**src/rtl/sqh_pkg.sv**
```systemverilog
// Package for the stack/queue/heap trace classifier.
// Holds payload structs, request and verdict codes, and default sizes.
`default_nettype none
package sqh_pkg;
  localparam int unsigned CAPACITY_DEF    = 1024;
  localparam int unsigned VALUE_WIDTH_DEF = 32;

  typedef enum logic [1:0] {
    REQ_PUSH  = 2'd0,
    REQ_POP   = 2'd1,
    REQ_CLEAR = 2'd2,
    REQ_NONE  = 2'd3
  } req_e;

  typedef enum logic [2:0] {
    VERDICT_IMPOSSIBLE = 3'd0,
    VERDICT_STACK      = 3'd1,
    VERDICT_QUEUE      = 3'd2,
    VERDICT_PRIO       = 3'd3,
    VERDICT_NOT_SURE   = 3'd4
  } verdict_e;

  typedef struct packed {
    logic [1:0]  req_type;
    logic [31:0] value;
  } in_item_t;

  typedef struct packed {
    logic [2:0] verdict;
    logic       overflow;
  } out_item_t;

  // Mismatch flags: bit 0 stack, bit 1 queue, bit 2 heap.
  function automatic logic [2:0] verdict_of(input logic [2:0] flags);
    logic [2:0] r;
    case (flags)
      3'd7:    r = VERDICT_IMPOSSIBLE;
      3'd6:    r = VERDICT_STACK;
      3'd5:    r = VERDICT_QUEUE;
      3'd3:    r = VERDICT_PRIO;
      default: r = VERDICT_NOT_SURE;
    endcase
    return r;
  endfunction
endpackage
`default_nettype wire

```
**src/rtl/sqh_front.sv**
```systemverilog
// Front end: accepts request beats and places them in a two-entry queue.
// Depends on sqh_pkg.
`default_nettype none
module sqh_front (
  input  wire logic              clk_i,
  input  wire logic              rst_ni,
  input  wire logic              push,
  output logic                   full,
  input  wire sqh_pkg::in_item_t in_data_i,
  output logic                   req_valid_o,
  output sqh_pkg::in_item_t      req_data_o,
  input  wire logic              req_take_i
);
  import sqh_pkg::*;

  in_item_t   slot_q [2];
  logic       rd_q, wr_q;
  logic [1:0] cnt_q;
  logic       do_wr, do_rd;

  assign full        = (cnt_q == 2'd2);
  assign do_wr       = push && !full;
  assign req_valid_o = (cnt_q != 2'd0);
  assign do_rd       = req_take_i && req_valid_o;
  assign req_data_o  = slot_q[rd_q];

  // Pointer and fill count of the request queue.
  always_ff @(posedge clk_i or negedge rst_ni) begin
    if (!rst_ni) begin
      rd_q  <= 1'b0;
      wr_q  <= 1'b0;
      cnt_q <= 2'd0;
    end else begin
      if (do_wr) wr_q <= ~wr_q;
      if (do_rd) rd_q <= ~rd_q;
      cnt_q <= cnt_q + {1'b0, do_wr} - {1'b0, do_rd};
    end
  end

  // Queue storage.
  always_ff @(posedge clk_i) begin
    if (do_wr) begin
      slot_q[wr_q] <= in_data_i;
    end
  end
endmodule
`default_nettype wire

```
**config.mk**
```make
export PLATFORM = sky130hd
export DESIGN_NAME = sqh_front
export DESIGN_NICKNAME = d
export VERILOG_FILES = /design/src/rtl/sqh_pkg.sv /design/src/rtl/sqh_front.sv
export SDC_FILE = /design/constraint.sdc
export NUM_CORES = 1
export LEC_CHECK = 0
export BUFFER_PORTS_ARGS = -buffer_cell sky130_fd_sc_hd__buf_4
export CORE_MARGIN = 3
export CORE_UTILIZATION = 45
export CTS_BUF_LIST = sky130_fd_sc_hd__clkbuf_8
export DETAILED_ROUTE_END_ITERATION = 8
export MAX_ROUTING_LAYER = met4
export PLACE_DENSITY = 0.73
export SLEW_MARGIN = 30
export SYNTH_ARGS = -nofsm -noshare
export SYNTH_HDL_FRONTEND = slang
export SYNTH_SLANG_ARGS = --single-unit
```
**constraint.sdc**
```tcl
create_clock -name clk_i -period 3.09 [get_ports clk_i]
set_clock_uncertainty 0.1 [all_clocks]
set_input_delay 0.618 -clock clk_i [delete_from_list [all_inputs] [get_ports clk_i]]
set_output_delay 0.618 -clock clk_i [all_outputs]
set_load 0.05 [all_outputs]
```
==> run summary <==
For the count of standard-cell rows, the log shows 28. The tools report the endpoint of the worst-slack reg-to-reg timing path as slot_q[0][31]$_DFFE_PP_. The synthesized design contains 72 register bits. The worst-case register-to-register setup slack was 1090 ps. The starting utilization of the core area was 0.467; the time the final worst path needs with I/O delays and setup was 2530 ps. The run gives 3 as the number of H-tree branching levels.

The worst setup path is launched from a flop. The floorplan step defined a core boundary enclosing 0.00596 mm^2. The run gives 3300 um as the half-perimeter wire length of the detailed placement result. The run gives 0.00716 mm^2 as the die area. For this block, the via count after detailed routing is 1353. The clock slew seen by the registers of the worst setup and hold paths was 80 ps. In the final design database the tool counted 248 nets. The run gives 75 as the number of design-rule violations left by the first detailed-router iteration.

The share of synthesized registers carrying an async set or reset is 0.0556. By area the synthesized netlist is led by edfxtp_1 (73%), mux2_4 (16%), dfrtp_1 (3.6%). Setup total negative slack on the finished layout was measured at 0 ps.

Simple-gate portion of the synthesized area: 0.0126. Setup repair after global routing left no endpoint under its margin. The initial antenna violation count was 0. STA puts the critical path data arrival time at 1820 ps.

For the setup-violating endpoint count in the final report, the log shows 0. The placer congestion estimate is 0.724, and the clock latency on the worst-skew pair is 330 ps. The tree is rooted in a clkbuf_8. The path class of the tightest hold or removal check is input port to flop. The first global-routing pass estimated 7330 um of wire. Global routing finished with a remaining overflow of 0. Number of hold buffers added after CTS: 1. The commonest cells after synthesis are edfxtp_1 (68), mux2_4 (29), mux2_2 (5). The die is 84.6 um wide.

The reg-to-reg critical path startpoint is cnt_q[1]$_DFF_PN0_. The tree built by TritonCTS fans out to 72 sinks. The total wire length was 4580 um. The worst setup path startpoint is rd_q$_DFFE_PN0P_. The post-synthesis instance total is 124. The number of inserted filler cells in the final layout was 446; the pin count of the biggest net entering global routing was 35. Prevailing post-synth register cell: edfxtp_1. The tools report the reported leakage power as 1.45 nW. After synthesis, the largest family of logic cells by area is multiplexers.

The synthesized netlist contains 15 unique library cells. STA puts the critical path data required time at 2370 ps. For the via count of the first global-routing pass, the log shows 1508. The area share of the leading cell type in the synthesized netlist is 0.734. The run finished with clean final reports. The adder-cell area share of the yosys netlist was 0.00900. The run gives 0.140 as the total routing resource utilization after global routing.

Nature of the critical path endpoint: an output port. The run gives 2 as the number of buffers on the longest clock path. For this run, design rule violations remaining after detail routing come to 0. The number of pins exceeding their max-slew limit in the final report is 0. In the post-synthesis netlist, the cell with the most instances is edfxtp_1. Fraction of the mapped netlist area in compound gates: 0.

Buffers inserted during clock tree synthesis total 9. The pre-antenna-repair detailed-routing pass consisted of 3 iterations. Maximum fanout along the worst path: 14. In this run, synthesis inferred 68 flip-flops with an integrated enable.

The number of cell instances on the worst register-to-register path was 4; the timing-limited maximum frequency was 0.395 GHz. Prior to clock tree synthesis, the placed netlist has a worst setup slack of 882 ps. For the post-synth net total, the log shows 164.

The worst slew margin relative to its limit was 0.465; the average via count per standard cell was 4.70. The kind of critical path was flop to output port. For this design the ratio of total power to cell area is 1090 mW/mm^2. Of all cell types, the one taking the most synthesized area is edfxtp_1. The yosys synthesis warning count is 0.

The XOR/XNOR share of the synthesized area was 0.0126; the maximum vdd ir drop was 0.675 mV. The final clock period utilization by the worst path is 0.820. In this run the tool buffered the top-level ports with 73 buffer cells. The number of gates resized after CTS was 0. The run gives 0 as the post-CTS setup buffer count.

The count of nets left with antenna violations once routing finished came out at 0. The tools report the final setup slack of the worst path as 556 ps. Relative to the synthesized area, the layout overhead comes to 29.2%. The multiplexer fraction of the synthesized cell area works out to 0.177. The tool flagged a number of max-cap violations equal to 0. Averaged over all synthesized cells, the footprint is 22.4 um^2. The ratio of cells with drive above 1 in the final layout is 0.610, and the number of failing hold endpoints at the final stage is 0. After detailed routing, the average wire length per cell comes to 15.9 um. The die is 84.6 um tall. 0 antenna diodes ended up in the layout.

The tools report the number of top-level pins as 74. The run gives 0.770 as the sequential area share after synthesis. TritonCTS built the clock tree. After synthesis the cells add up to 0.00278 mm^2.

The tools report the worst setup path endpoint as req_data_o[3]. At the pin with the least slew margin, the transition time is 802 ps.
## metal layers
| metal | wire length, um | GRT usage |
|---|---|---|
| met1 | 1860 | 0.163 |
| met2 | 2400 | 0.233 |
| met3 | 260 | 0.0373 |
| met4 | 65 | 0.0518 |
| met5 | 0 | - |
## how the worst min path moves through the flow
| stage | start | endpoint | slack [ps] | depth (start not counted) |
|---|---|---|---|---|
| 6_report | in_data_i[0] | slot_q[1][0]$_DFFE_PP_ | 370 | 1 |
| 5_1_grt | in_data_i[3] | slot_q[0][3]$_DFFE_PP_ | 350 | 1 |
| 4_1_cts | in_data_i[30] | slot_q[1][30]$_DFFE_PP_ | 350 | 1 |
| 3_5_place_dp | rst_ni | cnt_q[0]$_DFF_PN0_ | 320 | 1 |
| 3_3_place_gp | rst_ni | wr_q$_DFFE_PN0N_ | 320 | 1 |
| 2_1_floorplan | rst_ni | cnt_q[0]$_DFF_PN0_ | 220 | 0 |
## cell type report
type / instances / area [um^2] / share of cell area
multi-input cells: 46 / 596 / 0.166
clock buffers: 9 / 124 / 0.0345
flip-flops and latches: 72 / 2140 / 0.596
inverters: 2 / 7.51 / 0.00209
clock inverters: 7 / 48.8 / 0.0136
well taps: 75 / 93.8 / 0.0261
repair buffers: 77 / 581 / 0.162
## report_power, final
part           switching, mW  total, mW  internal [mW]
sequential             0.108       1.45           1.34
clock                  0.339      0.629          0.290
combinational           1.15       1.83          0.686
## critical path, cell delays in order, from the launching register on
cell     delay, ps
dfrtp_2        610
buf_4          320
mux2_2         360
buf_4          190
## through the flow
stage	power (mW)	util	hold WS [ps]	instances	cell area [um^2]
floorplan	2.88	-	222	124	2780
global route	4.09	0.603	348	288	3590
finish	3.91	0.603	368	288	3590
global placement	3.29	0.573	316	271	3410
detailed placement	3.33	0.573	322	271	3410
CTS	3.96	0.603	351	288	3590
## sequential cells by signal, summed over array words and instances, names as in the netlist
| name | cells |
|---|---|
| slot_q | 68 |
| wr_q | 1 |
| cnt_q | 2 |
| rd_q | 1 |
## logic make-up after synthesis
family                   Yosys count
flip-flops                        72
multiplexers                      34
buffers and inverters              6
AND/OR/NAND/NOR                    6
XOR/XNOR                           4
adder cells (fa/ha/maj)            2
## cells in the final DEF, fill, tap and decap left out, types with 2 or more instances in the layout
cell      instances
buf_4            76
clkbuf_8          9
clkinv_2          3
clkinv_4          3
dfrtp_1           3
edfxtp_1         68
ha_1              2
inv_1             2
mux2_2            5
mux2_4           29
xnor2_1           3
(Power assumes the default switching activity.)
